<file path="src/sv/tsph_pkg.sv">
// ----------------------------------------------------------------------------
// tsph_pkg
// Types and constants shared by the transport stream header parser.
// ----------------------------------------------------------------------------
package tsph_pkg;

    localparam logic [7:0] SYNC_MARK     = 8'h47;
    localparam logic [7:0] PKT_SIZE_RST  = 8'd188;

    // byte positions inside a transport packet
    localparam logic [7:0] IDX_SYNC      = 8'd0;
    localparam logic [7:0] IDX_HDR1      = 8'd1;
    localparam logic [7:0] IDX_HDR2      = 8'd2;
    localparam logic [7:0] IDX_HDR3      = 8'd3;
    localparam logic [7:0] IDX_ADAPT_LEN = 8'd4;
    localparam logic [7:0] IDX_FLAGS     = 8'd5;
    localparam logic [7:0] IDX_PCR_FIRST = 8'd6;
    localparam logic [7:0] IDX_PCR_LAST  = 8'd11;

    localparam int PCR_90K_W  = 33;
    localparam int PCR_EXT_W  = 9;
    localparam int PCR_FULL_W = 42;

    typedef struct packed {
        logic [7:0] raw_byte;
        logic       packet_start;
    } in_word_t;

    typedef struct packed {
        logic                  sync_error;
        logic                  error_bit;
        logic                  unit_start;
        logic                  priority_bit;
        logic [12:0]           pid;
        logic [1:0]            scrambling;
        logic [1:0]            field_control;
        logic [3:0]            continuity;
        logic                  has_pcr;
        logic [PCR_90K_W-1:0]  pcr_90k;
        logic [PCR_EXT_W-1:0]  pcr_ext;
        logic [PCR_FULL_W-1:0] pcr_full;
    } out_word_t;

endpackage

</file>
<file path="src/sv/ts_packet_header_parser_core.sv">
// ----------------------------------------------------------------------------
// ts_packet_header_parser_core
// Transport stream packet header and PCR extractor, one byte per cycle unless stalled.
// ----------------------------------------------------------------------------
//  channel | direction | word                 | handshake
//  in      | sink      | raw byte, start      | in_valid / in_ready
//  out     | source    | header fields, PCR   | out_valid / out_ready
//  cfg     | sink      | packet_size (8 bits) | cfg_valid / cfg_ready (always ready)
//
// Takes one byte per cycle while in_ready is high; the result word for a packet
// passes through the parser register, then the PCR product register.
// Reset: packet size 188, byte position 0, all packet state cleared.
// A stalled output holds the result; the input keeps flowing until both the
// header register and the result register are full.
// ----------------------------------------------------------------------------
module ts_packet_header_parser_core
(
    input  logic                clk,
    input  logic                rst_n,
    input  logic                in_valid,
    output logic                in_ready,
    input  tsph_pkg::in_word_t  in_data,
    output logic                out_valid,
    input  logic                out_ready,
    output tsph_pkg::out_word_t out_data,
    input  logic                cfg_valid,
    output logic                cfg_ready,
    input  logic [7:0]          cfg_data
);

    logic                hdr_valid;
    logic                hdr_ready;
    tsph_pkg::out_word_t hdr_data;

    assign cfg_ready = 1'b1;

    tsph_parser u_parser
    (
        .clk       (clk),
        .rst_n     (rst_n),
        .in_valid  (in_valid),
        .in_ready  (in_ready),
        .in_data   (in_data),
        .cfg_we    (cfg_valid && cfg_ready),
        .cfg_data  (cfg_data),
        .hdr_valid (hdr_valid),
        .hdr_ready (hdr_ready),
        .hdr_data  (hdr_data)
    );

    tsph_out_stage u_out_stage
    (
        .clk       (clk),
        .rst_n     (rst_n),
        .hdr_valid (hdr_valid),
        .hdr_ready (hdr_ready),
        .hdr_data  (hdr_data),
        .out_valid (out_valid),
        .out_ready (out_ready),
        .out_data  (out_data)
    );

endmodule

</file>
<file path="src/sv/tsph_parser.sv">
// ----------------------------------------------------------------------------
// tsph_parser
// Per-byte header field capture; emits one header word per packet.
// ----------------------------------------------------------------------------
module tsph_parser
(
    input  logic               clk,
    input  logic               rst_n,
    input  logic               in_valid,
    output logic               in_ready,
    input  tsph_pkg::in_word_t in_data,
    input  logic               cfg_we,
    input  logic [7:0]         cfg_data,
    output logic               hdr_valid,
    input  logic               hdr_ready,
    output tsph_pkg::out_word_t hdr_data
);

    logic [7:0]  packet_size_reg;
    logic [7:0]  byte_index_reg, byte_index_next;
    logic [23:0] header_reg, header_next;
    logic [7:0]  adapt_len_reg, adapt_len_next;
    logic        pcr_seen_reg, pcr_seen_next;
    logic [47:0] pcr_shift_reg, pcr_shift_next;
    logic        sync_bad_reg, sync_bad_next;

    logic        hdr_valid_reg;
    tsph_pkg::out_word_t hdr_data_reg, hdr_data_next;

    logic        accept;
    logic [7:0]  idx;
    logic        last_byte;
    logic [7:0]  b;

    assign in_ready = !hdr_valid_reg || hdr_ready;
    assign accept   = in_valid && in_ready;
    assign b        = in_data.raw_byte;
    assign idx      = in_data.packet_start ? tsph_pkg::IDX_SYNC : byte_index_reg;
    assign last_byte = ({1'b0, idx} + 9'd1) >= {1'b0, packet_size_reg};

    always_comb
    begin
        header_next    = header_reg;
        adapt_len_next = adapt_len_reg;
        pcr_seen_next  = pcr_seen_reg;
        pcr_shift_next = pcr_shift_reg;
        sync_bad_next  = sync_bad_reg;

        if (idx == tsph_pkg::IDX_SYNC)
        begin
            header_next    = '0;
            adapt_len_next = '0;
            pcr_seen_next  = 1'b0;
            pcr_shift_next = '0;
            sync_bad_next  = (b != tsph_pkg::SYNC_MARK);
        end
        else if (idx == tsph_pkg::IDX_HDR1)
        begin
            header_next[23:16] = header_reg[23:16] | b;
        end
        else if (idx == tsph_pkg::IDX_HDR2)
        begin
            header_next[15:8] = header_reg[15:8] | b;
        end
        else if (idx == tsph_pkg::IDX_HDR3)
        begin
            header_next[7:0] = header_reg[7:0] | b;
        end
        else if (idx == tsph_pkg::IDX_ADAPT_LEN)
        begin
            if (header_reg[5])
                adapt_len_next = b;
        end
        else if (idx == tsph_pkg::IDX_FLAGS)
        begin
            if (header_reg[5] && (adapt_len_reg != 8'd0))
                pcr_seen_next = b[4];
        end
        else if (idx inside {[tsph_pkg::IDX_PCR_FIRST:tsph_pkg::IDX_PCR_LAST]})
        begin
            if (pcr_seen_reg)
                pcr_shift_next = {pcr_shift_reg[39:0], b};
        end

        byte_index_next = last_byte ? tsph_pkg::IDX_SYNC : idx + 8'd1;

        // build the header word from the updated state
        hdr_data_next = '0;
        if (sync_bad_next)
        begin
            hdr_data_next.sync_error = 1'b1;
        end
        else
        begin
            hdr_data_next.error_bit     = header_next[23];
            hdr_data_next.unit_start    = header_next[22];
            hdr_data_next.priority_bit  = header_next[21];
            hdr_data_next.pid           = header_next[20:8];
            hdr_data_next.scrambling    = header_next[7:6];
            hdr_data_next.field_control = header_next[5:4];
            hdr_data_next.continuity    = header_next[3:0];
            if (pcr_seen_next && idx >= tsph_pkg::IDX_PCR_LAST)
            begin
                hdr_data_next.has_pcr  = 1'b1;
                hdr_data_next.pcr_90k  = pcr_shift_next[47:15];
                hdr_data_next.pcr_ext  = pcr_shift_next[8:0];
            end
        end
        // product is filled in downstream
        hdr_data_next.pcr_full = '0;
    end

    always_ff @(posedge clk or negedge rst_n)
    begin
        if (!rst_n)
        begin
            packet_size_reg <= tsph_pkg::PKT_SIZE_RST;
            byte_index_reg  <= '0;
            header_reg      <= '0;
            adapt_len_reg   <= '0;
            pcr_seen_reg    <= 1'b0;
            pcr_shift_reg   <= '0;
            sync_bad_reg    <= 1'b0;
            hdr_valid_reg   <= 1'b0;
        end
        else
        begin
            if (cfg_we)
                packet_size_reg <= cfg_data;
            if (accept)
            begin
                byte_index_reg <= byte_index_next;
                header_reg     <= header_next;
                adapt_len_reg  <= adapt_len_next;
                pcr_seen_reg   <= pcr_seen_next;
                pcr_shift_reg  <= pcr_shift_next;
                sync_bad_reg   <= sync_bad_next;
            end
            if (accept && last_byte)
                hdr_valid_reg <= 1'b1;
            else if (hdr_ready)
                hdr_valid_reg <= 1'b0;
        end
    end

    always_ff @(posedge clk)
    begin
        if (accept && last_byte)
            hdr_data_reg <= hdr_data_next;
    end

    assign hdr_valid = hdr_valid_reg;
    assign hdr_data  = hdr_data_reg;

`ifndef ASSERT_OFF
    a_start_restarts: assert property (@(posedge clk) disable iff (!rst_n)
        (accept && in_data.packet_start) |=> (byte_index_reg <= 8'd1))
        else $error("start mark did not restart the byte position");

    a_index_bound: assert property (@(posedge clk) disable iff (!rst_n)
        byte_index_reg != 8'hFF)
        else $error("byte position ran past the largest packet size");

    a_hdr_hold: assert property (@(posedge clk) disable iff (!rst_n)
        (hdr_valid_reg && !hdr_ready) |=> (hdr_valid_reg && $stable(hdr_data_reg)))
        else $error("header word dropped or changed while stalled");
`endif

endmodule

</file>
<file path="src/sv/tsph_out_stage.sv">
// ----------------------------------------------------------------------------
// tsph_out_stage
// Forms the 27 MHz PCR count and holds the result word for the sink.
// ----------------------------------------------------------------------------
module tsph_out_stage
(
    input  logic                clk,
    input  logic                rst_n,
    input  logic                hdr_valid,
    output logic                hdr_ready,
    input  tsph_pkg::out_word_t hdr_data,
    output logic                out_valid,
    input  logic                out_ready,
    output tsph_pkg::out_word_t out_data
);

    logic                out_valid_reg;
    tsph_pkg::out_word_t out_data_reg, out_data_next;
    logic [tsph_pkg::PCR_FULL_W-1:0] base_w;

    assign hdr_ready = !out_valid_reg || out_ready;

    // base * 300 as base * (256 + 32 + 8 + 4)
    assign base_w = {{(tsph_pkg::PCR_FULL_W - tsph_pkg::PCR_90K_W){1'b0}},
                     hdr_data.pcr_90k};

    always_comb
    begin
        out_data_next = hdr_data;
        out_data_next.pcr_full = (base_w << 8) + (base_w << 5) + (base_w << 3)
                               + (base_w << 2)
                               + {{(tsph_pkg::PCR_FULL_W - tsph_pkg::PCR_EXT_W){1'b0}},
                                  hdr_data.pcr_ext};
    end

    always_ff @(posedge clk or negedge rst_n)
    begin
        if (!rst_n)
            out_valid_reg <= 1'b0;
        else if (hdr_ready)
            out_valid_reg <= hdr_valid;
    end

    always_ff @(posedge clk)
    begin
        if (hdr_valid && hdr_ready)
            out_data_reg <= out_data_next;
    end

    assign out_valid = out_valid_reg;
    assign out_data  = out_data_reg;

`ifndef ASSERT_OFF
    a_sync_zero: assert property (@(posedge clk) disable iff (!rst_n)
        (out_valid_reg && out_data_reg.sync_error) |->
            (out_data_reg.pid == 13'd0 && !out_data_reg.has_pcr))
        else $error("sync error word carries header fields");

    a_no_pcr_zero: assert property (@(posedge clk) disable iff (!rst_n)
        (out_valid_reg && !out_data_reg.has_pcr) |-> (out_data_reg.pcr_full == '0))
        else $error("PCR count set without a PCR");

    a_out_hold: assert property (@(posedge clk) disable iff (!rst_n)
        (out_valid_reg && !out_ready) |=> (out_valid_reg && $stable(out_data_reg)))
        else $error("result word changed while stalled");
`endif

endmodule
</file>
<file path="config.mk">
export PLATFORM = sky130hd
export DESIGN_NAME = ts_packet_header_parser_core
export DESIGN_NICKNAME = d
export VERILOG_FILES = /design/src/sv/tsph_pkg.sv /design/src/sv/ts_packet_header_parser_core.sv /design/src/sv/tsph_parser.sv /design/src/sv/tsph_out_stage.sv
export SDC_FILE = /design/constraint.sdc
export NUM_CORES = 1
export LEC_CHECK = 0
export BUFFER_PORTS_ARGS = -buffer_cell sky130_fd_sc_hd__buf_2
export CAP_MARGIN = 20
export CORE_ASPECT_RATIO = 1.5
export CORE_MARGIN = 3
export CORE_UTILIZATION = 60
export DETAILED_ROUTE_END_ITERATION = 8
export PLACE_DENSITY = 0.9
export REMOVE_ABC_BUFFERS = 1
export SLEW_MARGIN = 10
export SYNTH_ARGS = -nofsm -noshare
export SYNTH_HDL_FRONTEND = slang
export SYNTH_SLANG_ARGS = --single-unit
</file>
<file path="constraint.sdc">
create_clock -name clk -period 12.6 [get_ports clk]
set_input_delay 1.89 -clock clk [delete_from_list [all_inputs] [get_ports clk]]
set_output_delay 1.89 -clock clk [all_outputs]
set_load 0.03 [all_outputs]
</file>
---- After elaboration in Yosys (flattened, before gate mapping) ----
Index checks and enable logic that the tools add are counted.
operators by class
  add/sub/neg operators ................... 6
  $lt $le $gt $ge ......................... 4
  equality and inequality tests ........... 11
  mux-type cells .......................... 34
  bitwise logic cells ..................... 4
  reductions and logical operators ........ 20
operators with widths
  operator                                                           count
  2-to-1 mux 48 bit                                                  8
  2-to-1 mux 8 bit                                                   12
  2-to-1 mux 43 bit                                                  1
  adder 41 x 38 -> 42 bit                                            1
  adder 42 x 35 -> 42 bit                                            1
  adder 42 x 36 -> 42 bit                                            1
  adder 42 x 9 -> 42 bit                                             1
  2-to-1 mux 24 bit                                                  1
  bitwise OR 8 bit                                                   3
  == test 8 x 2 -> 1 bit, second input constant                      2
  == test 8 x 3 -> 1 bit, second input constant                      2
  2-to-1 mux 16 bit                                                  1
  2-to-1 mux 1 bit                                                   11
  inequality test 2 x 1 -> 1 bit, second input constant              5
  nonzero test 2 bit                                                 5
  adder 8 x 1 -> 9 bit, second input constant                        1
  greater-or-equal comparator 9 x 8 -> 1 bit                         1
  adder 8 x 1 -> 8 bit, second input constant                        1
  == test 8 x 1 -> 1 bit, second input constant                      1
  greater-or-equal comparator 8 x 3 -> 1 bit, second input constant  1
  greater-or-equal comparator 8 x 4 -> 1 bit, second input constant  1
  less-or-equal comparator 8 x 4 -> 1 bit, second input constant     1
  logical NOT 8 bit                                                  1
  inequality test 8 x 7 -> 1 bit, second input constant              1
  other kinds (8)                                                    15
word-level totals
  register bits after elaboration ......... 278
  output and inout bits ................... 113
  logic and storage cells ................. 112

---- Logic depth before layout (Yosys ltp) ----
Gate-level depths: netlist (run 1).
  word-level depth ........................ 12
  gate-level depth with buffers ........... 16

---- Hierarchy ----
From an unflattened synthesis (run 1), not the netlist that was laid out.
unflattened totals
  cell total of the unflattened synthesis .. 1242
  area, all modules ....................... 14706.6 um2
modules (own cells, without submodules)
  module                        instances  cells each  area an instance (um2)
  tsph_parser                   1          683         7354.6
  tsph_out_stage                1          557         7340.8
  ts_packet_header_parser_core  1          2           11.3

---- Least setup slack after synthesis (run 1) ----
Ideal clock, no wire load.
  path type ............................... input -> register
  start ................................... input port in_data[0] (netlist bit)
  end ..................................... register u_parser.hdr_data_reg, in the netlist u_parser.hdr_data[100] (enable)
  library setup time ...................... 0.433 ns
  arrival ................................. 5.549 ns
  required time ........................... 12.167 ns
  setup slack ............................. 6.618 ns
  stages .................................. 14
  path buffers ............................ 1
  path through ............................ clkbuf_1 -> inv_2 -> nand2_1 -> inv_1 -> ha_1 -> xnor2_1 -> ha_1 -> a21o_1 -> a21o_1 -> a21oi_1 -> nor2b_1 -> o21ai_0 -> a21oi_1 -> and2_1
on the way
  longest elaborated chain between the ends .. 4
ends and longest elaborated chain
  element                                     RTL line                            source
  from (decl)                                 ts_packet_header_parser_core.sv:22  input tsph_pkg::in_word_t in_data,
  2-to-1 mux 8 bit                            tsph_parser.sv:38                   assign idx = in_data.packet_start ? tsph_pkg::IDX_SYNC : byte_index_reg;
  adder 8 x 1 -> 9 bit                        tsph_parser.sv:39                   assign last_byte = ({1'b0, idx} + 9'd1) >= {1'b0, packet_size_reg};
  greater-or-equal comparator 9 x 8 -> 1 bit  tsph_parser.sv:39
  logical AND 1 bit                           tsph_parser.sv:148                  if (accept && last_byte)
  to (signal assigned)                        tsph_parser.sv:149                  hdr_data_reg <= hdr_data_next;
  to (decl)                                   tsph_parser.sv:28                   tsph_pkg::out_word_t hdr_data_reg, hdr_data_next;
Every way passes these cells.
A chain may end at the register's enable or synchronous reset.

---- Worst setup path in the final report (run 1) ----
  start ................................... input port in_data[0] (netlist bit)
  end ..................................... register u_parser.hdr_data_reg, in the netlist u_parser.hdr_data[45] (enable)
Same word-level chain as after synthesis.

==> results.cfg, run 1 <==
[logic_synthesis]
ys_ff_latch = 276
synth_top_area_share_pct = 37.1
synthArstFlopShare_pct = 36.2
synthCells = 1166
synth-xor-area-share_pct = 2.33
synth_area_per_cell_um2 = 12.2
yosysSeqAreaShare_pct = 54.7
synthesis.area_mm2 = 0.0143
synth_mux_area_share_pct = 0.298
yosys-top-cells-area = edfxtp_1, dfrtp_1, fa_1
post-synth-top-count-cell = edfxtp_1
ys_top_cells_by_count = edfxtp_1, nand2_1, a21oi_1
synth-adder-area-share_pct = 17.2
synth_compound_gate_area_share_pct = 13.2
synth_top_family_by_area = adder cells
synthSimpleGateAreaFrac_pct = 8.28
ys_warn_count = 0
yosysTopAreaCell = edfxtp_1
synth-edff-count = 176
synth_ff_type = edfxtp_1
ys_types = 64

[sta]
timing.fmax_mhz = 203
slew_violations = 0
fin_tns_setup_ps = 0
rsz0062_at_grt = false
worst_slew_pin_slew_ps = 953
fin_crit_ps = 4930
timing.hold.ws_ps = 424
setup_violations = 0
slew_headroom_pct = 36.0
post-route-period-util_pct = 39.1
finalHoldViolations = 0
skew_ps = 20.9

[global_route]
grt_max_degree = 72
grt_pass1_vias = 9637
overflow = 0
antenna_found_initial = 0
track_usage_pct = 23.3
grt_pass1_wl_mm = 48.7

[critical_path]
crit_start = in_data[0]
required_ps = 12760
reg2reg_to = u_out_stage.out_data[38]$_DFFE_PP_
path_max_fanout = 68
r2r_start = u_parser.hdr_data[67]$_SDFFCE_PP0P_
reg2reg_depth = 15
critPathCaptureType = flip-flop
worstSetupPathType = input pin to flip-flop
critPathArrivalTime_ps = 5100
start_kind = input pin
regToRegSetupSlack_ps = 7770

[placement]
gp_congestion = 0.916
dp_hpwl_mm = 20.8
numPortBuffers = 133

[job]
drv_cap = 0

[cells_and_area]
fin_nets = 1461
nFillCells = 1618
n_antenna_cell = 0
largest_register_ffs = 108
layout-drive-gt1-share_pct = 15.8
area_delta_synth_final_pct = 12.4

[detailed_routing]
drcViolationCount = 0
ant_nets = 0
viasPerCell = 5.86
routed_wl_mm = 29.9
vias = 9468
top_layer = met4
drt_first_pass_iters = 5
wl_met2_mm = 15.9
wl_met3_mm = 1.66
drt-initial-drc-count = 617
wl_met1_mm = 10.8
wl_per_cell_um = 18.5

[clock_tree]
cts_root_buf = clkbuf_16
cts-hold-fix-buffers = 0
cts_sinks = 276
cts_inserted_buffers = 25
cts_setup_buffers = 0
worstSkewPairLatency_ps = 550
ctsResizeCount = 0
cts_tree = done
cts.path.max_buffers = 3
htree_levels = 1
clkTransAtPathRegs_ps = 60

[die]
die_h_um = 195
core_mm2 = 0.0232
row_count = 68
die_w_um = 132
dieArea_mm2 = 0.0257
initial_core_util_pct = 61.4
ios = 135

[hold_path]
hold_end = u_out_stage.out_data[98]$_DFFE_PP_
hold_depth = 0
min_from = u_parser.hdr_data[98]$_SDFFCE_PP0P_
holdCritPathClass = flip-flop to flip-flop

[power_and_ir_drop]
power_leakage_nw = 6.50
power.density_mw_per_mm2 = 140
vdd_drop_max_v = 0.000115

[run_status]
status = finished, final reports clean
-- kinds of logic (layout without fill, tap and decap cells) --
kind of cell	Yosys count	count (layout)
compound gates	289	289
xor+xnor	38	38
fa+ha+maj	157	157
buf+inv	136	271
flops	276	276
mux	4	4
other cells	1	1
simple gates	265	265
-- layout make-up --
cell class,count,area (um2),area share (%)
clock buffers,32,714,4.46
multi-input cells,754,5910,36.9
inverters,83,312,1.94
flip-flops and latches,276,7790,48.6
well taps,315,394,2.46
clock inverters,14,148,0.921
repair buffers,142,756,4.72
-- placed cells by master (no fill, tap or decap), types with 3 or more instances in the layout --
master	count
xnor2_1	24
nand3_1	6
a211oi_1	4
edfxtp_1	176
a21oi_1	127
inv_1	82
dfstp_2	5
a22o_1	56
nor2_1	74
o21a_1	4
fa_1	65
xor2_1	14
dfrtp_1	95
nor3b_1	3
o2111ai_1	3
buf_2	132
nor4_1	6
nand4_1	11
clkbuf_16	27
o21ai_0	31
clkinvlp_4	3
a31oi_1	5
ha_1	92
clkbuf_1	3
a22oi_1	6
nor3_1	7
o21bai_1	4
a21o_1	28
o211ai_1	4
nand2_1	128
a21boi_0	4
nand2b_1	4
buf_4	9
clkinv_2	4
-- per-stage QoR --
step / util (%) / total power, W / instances / setup slack [ps] / cell area (um2)
2_1_floorplan: - / 0.00136 / 1113 / 6110 / 14000
3_3_place_gp: 65.2 / 0.00145 / 1569 / 7250 / 15100
3_5_place_dp: 65.2 / 0.00147 / 1569 / 7140 / 15100
4_1_cts: 68.9 / 0.00226 / 1615 / 7700 / 16000
5_1_grt: 69.0 / 0.00234 / 1616 / 7360 / 16000
6_report: 69.0 / 0.00224 / 1616 / 7670 / 16000
-- power by group --
group	internal, W	switching (W)
registers	0.00101	0.0000202
logic	0.000169	0.000258
clock network	0.000447	0.000336
-- layer usage --
metal / GRT usage [%] / vias up
li1: - / 4378
met4: 12.4 / 0
met3: 3.13 / 114
met5: 0 / -
met2: 41.5 / 404
met1: 27.5 / 4572
-- how the worst max path moves through the flow --
stage,endpoint,slack [ps]
floorplan,u_parser.pcr_shift_reg[0]$_DFFE_PN0P_,6110
global placement,u_parser.hdr_data[63]$_SDFFCE_PP0P_,7250
detailed placement,u_parser.hdr_data[100]$_SDFFCE_PP0P_,7140
CTS,u_parser.hdr_data[46]$_SDFFCE_PP0P_,7700
global route,u_parser.hdr_data[44]$_SDFFCE_PP0P_,7360
finish,u_parser.hdr_data[45]$_SDFFCE_PP0P_,7670
-- worst max-delay path, cell delays in order --
cell	delay, ps
buf_2	160
inv_2	160
nand2_1	130
inv_1	150
ha_1	270
xnor2_1	120
ha_1	290
a21o_1	110
a21o_1	110
a21oi_1	60
nor2b_1	90
o21ai_0	70
a21oi_1	510
and2_2	250
buf_4	670
Note: power is estimated with default switching activity, not from simulation.
==> run 2: changes to the inputs <==
--- a/config.mk
+++ b/config.mk
@@ -9,9 +9,9 @@
 export CAP_MARGIN = 20
 export CORE_ASPECT_RATIO = 1.5
 export CORE_MARGIN = 3
-export CORE_UTILIZATION = 60
+export CORE_UTILIZATION = 54
 export DETAILED_ROUTE_END_ITERATION = 8
-export PLACE_DENSITY = 0.9
+export PLACE_DENSITY = 0.86
 export REMOVE_ABC_BUFFERS = 1
 export SLEW_MARGIN = 10
 export SYNTH_ARGS = -nofsm -noshare
==> constraint.sdc (replaced) <==
create_clock -name clk -period 4.06 [get_ports clk]
set_input_delay 0.609 -clock clk [delete_from_list [all_inputs] [get_ports clk]]
set_output_delay 0.609 -clock clk [all_outputs]
set_load 0.03 [all_outputs]
==> run 2 against run 1 <==
Net effect: the run now ends with setup timing left; worst setup slack lost 7900 ps; cell area increased by 7.9%; register-to-register slack got worse by 8000 ps; non-clock buffer count rose by 113; cell count up 8.2%; worst hold slack lost 250 ps; first-iteration DRC count is 18% higher; clock-buffer cell count is 1 lower; critical path type is now flip-flop to flip-flop; largest power group unchanged.
==> results.cfg, run 2 (synthesis results as in run 1) <==
[clock_tree]
cts.path.max_buffers = 3
htree_levels = 1
cts_sinks = 276
cts_inserted_buffers = 26
cts-hold-fix-buffers = 0
worstSkewPairLatency_ps = 560
clkTransAtPathRegs_ps = 70
cts_root_buf = clkbuf_16
cts_tree = done

[critical_path]
cpPeakStageDelay_ps = 540
regToRegSetupSlack_ps = -230
worst-path-buf-inv = 5
crit_top_cell = buf_4
crit_slowest_cell = fa_1
r2r_start = u_parser.hdr_data[64]$_SDFFCE_PP0P_
path_max_fanout = 6
worstSetupPathType = flip-flop to flip-flop
reg2reg_to = u_out_stage.out_data[38]$_DFFE_PP_
crit_cells = 18
cp_top_family = adder cells
start_kind = flip-flop
reg2reg_depth = 18
required_ps = 4350
path_cells = inv_2 -> buf_4 -> fa_1 -> inv_2 -> fa_2 -> ha_1 -> ha_4 -> buf_4 -> nand4_1 -> nor3_2 -> nor2_1 -> a21oi_4 -> nand3_2 -> a21oi_2 -> a31oi_1 -> buf_4 -> mux2i_1 -> o2111ai_1
critPathArrivalTime_ps = 4580
critPathCaptureType = flip-flop

[global_route]
antenna_found_initial = 0
overflow = 0
track_usage_pct = 22.8
grt_max_degree = 73
grt_pass1_wl_mm = 52.6
grt_pass1_vias = 10300

[die]
dieArea_mm2 = 0.0284
core_mm2 = 0.0259
row_count = 72
initial_core_util_pct = 55.1
die_w_um = 139
die_h_um = 205
ios = 135

[detailed_routing]
viasPerCell = 5.81
wl_per_cell_um = 19.0
vias = 10200
drt-initial-drc-count = 730
drt_first_pass_iters = 7
ant_nets = 0
routed_wl_mm = 33.2
drcViolationCount = 0

[sta]
fin_crit_ps = 4290
finalHoldViolations = 0
slew_violations = 0
worst_slew_pin_slew_ps = 912
timing.fmax_mhz = 233
skew_ps = 21.5
layout_setup_ws_ps = -232
rsz0062_at_grt = true
setup_violations = 12
slew_headroom_pct = 39.2
post-route-period-util_pct = 106

[job]
drv_cap = 0

[power_and_ir_drop]
vdd_drop_max_v = 0.000356
power_leakage_nw = 7.08
power.density_mw_per_mm2 = 438
totalPowerFinal_w = 0.00757

[run_status]
violations = setup timing
status = complete, but fails checks

[cells_and_area]
area_delta_synth_final_pct = 21.3
register_area_mm2 = 0.00779
final_cell_mix = edfxtp_1, buf_2, nand2_1, a21oi_1, buf_4
n_antenna_cell = 0
nFillCells = 1736
final_cell_area_mm2 = 0.0173
layout-drive-gt1-share_pct = 26.3
utilization_pct = 66.9
final_common_cell = edfxtp_1
largest_register_ffs = 108
multi_input_area_mm2 = 0.00622
fin_nets = 1575

[placement]
gp_congestion = 0.908
numPortBuffers = 133
dp_hpwl_mm = 22.2
dpl_cell_area_mm2 = 0.0160

[hold_path]
holdCritPathClass = input pin to async pin
run 2: cell types whose count changed in the layout (fill, tap and decap cells not counted), sizes merged:
cell      previous run  this run
buf                142       255
bufinv               2         4
clkbuf              32        31
clkinv               7        10
clkinvlp             3         1
run 2: final cells by class:
| class | count | area share, % |
|---|---|---|
| clock inverter | 17 | 1.19 |
| timing repair buffer | 255 | 9.44 |
| multi-input combinational | 754 | 36.0 |
| inverter | 83 | 1.80 |
| tap | 333 | 2.41 |
| clock buffer | 31 | 4.11 |
| sequential | 276 | 45.1 |
run 2: worst max-delay path by stage:
stage          slack, ps                           startpoint                                    end
2_1_floorplan      -1150                           in_data[0]  u_parser.pcr_shift_reg[0]$_DFFE_PN0P_
3_3_place_gp        -100  u_parser.hdr_data[51]$_SDFFCE_PP0P_     u_out_stage.out_data[41]$_DFFE_PP_
3_5_place_dp        -310  u_parser.hdr_data[54]$_SDFFCE_PP0P_     u_out_stage.out_data[38]$_DFFE_PP_
4_1_cts              -30  u_parser.hdr_data[51]$_SDFFCE_PP0P_     u_out_stage.out_data[38]$_DFFE_PP_
5_1_grt             -350  u_parser.hdr_data[64]$_SDFFCE_PP0P_     u_out_stage.out_data[38]$_DFFE_PP_
6_report            -230  u_parser.hdr_data[64]$_SDFFCE_PP0P_     u_out_stage.out_data[38]$_DFFE_PP_
run 2: layer usage:
layer	track usage, %	share of wire, %
met1	25.9	35
met2	42.4	54
met3	2.52	5.0
met4	11.3	5.8
met5	0	0
run 2: worst register-to-register path, delay by kind of cell, from the launching register on:
kind                       cells  cell delay (ps)
DFF                            1              400
and+or+nand+nor                4              790
buffers and inverters          5              590
adders and majority gates      4             1500
AOI/OAI and AO/OA              4              580
muxes                          1              180
run 2: power breakdown:
group          leakage (nW)  internal, W  total, W  switching [W]
Clock                 0.452      0.00151   0.00258        0.00106
Sequential             2.85      0.00315   0.00320      0.0000541
Combinational          3.77     0.000820   0.00179       0.000974
Total                  7.08      0.00548   0.00757        0.00209
run 2: timing repair:
action / 4_1_cts / 5_1_grt
pin swaps: 25 / 19
gates resized for setup: 45 / 32
endpoints found under the hold margin: 0 / 0
setup buffers: 6 / 6
endpoints found under the setup margin: 15 / 17
run 2: stage by stage:
stage	cells	TNS, ps	worst slack [ps]	hold WS (ps)
2_1_floorplan	1113	-78030	-1150	313
3_3_place_gp	1691	-490	-103	403
3_5_place_dp	1691	-2270	-305	407
4_1_cts	1745	-31.3	-31.3	202
5_1_grt	1749	-2260	-346	247
6_report	1749	-1180	-232	176
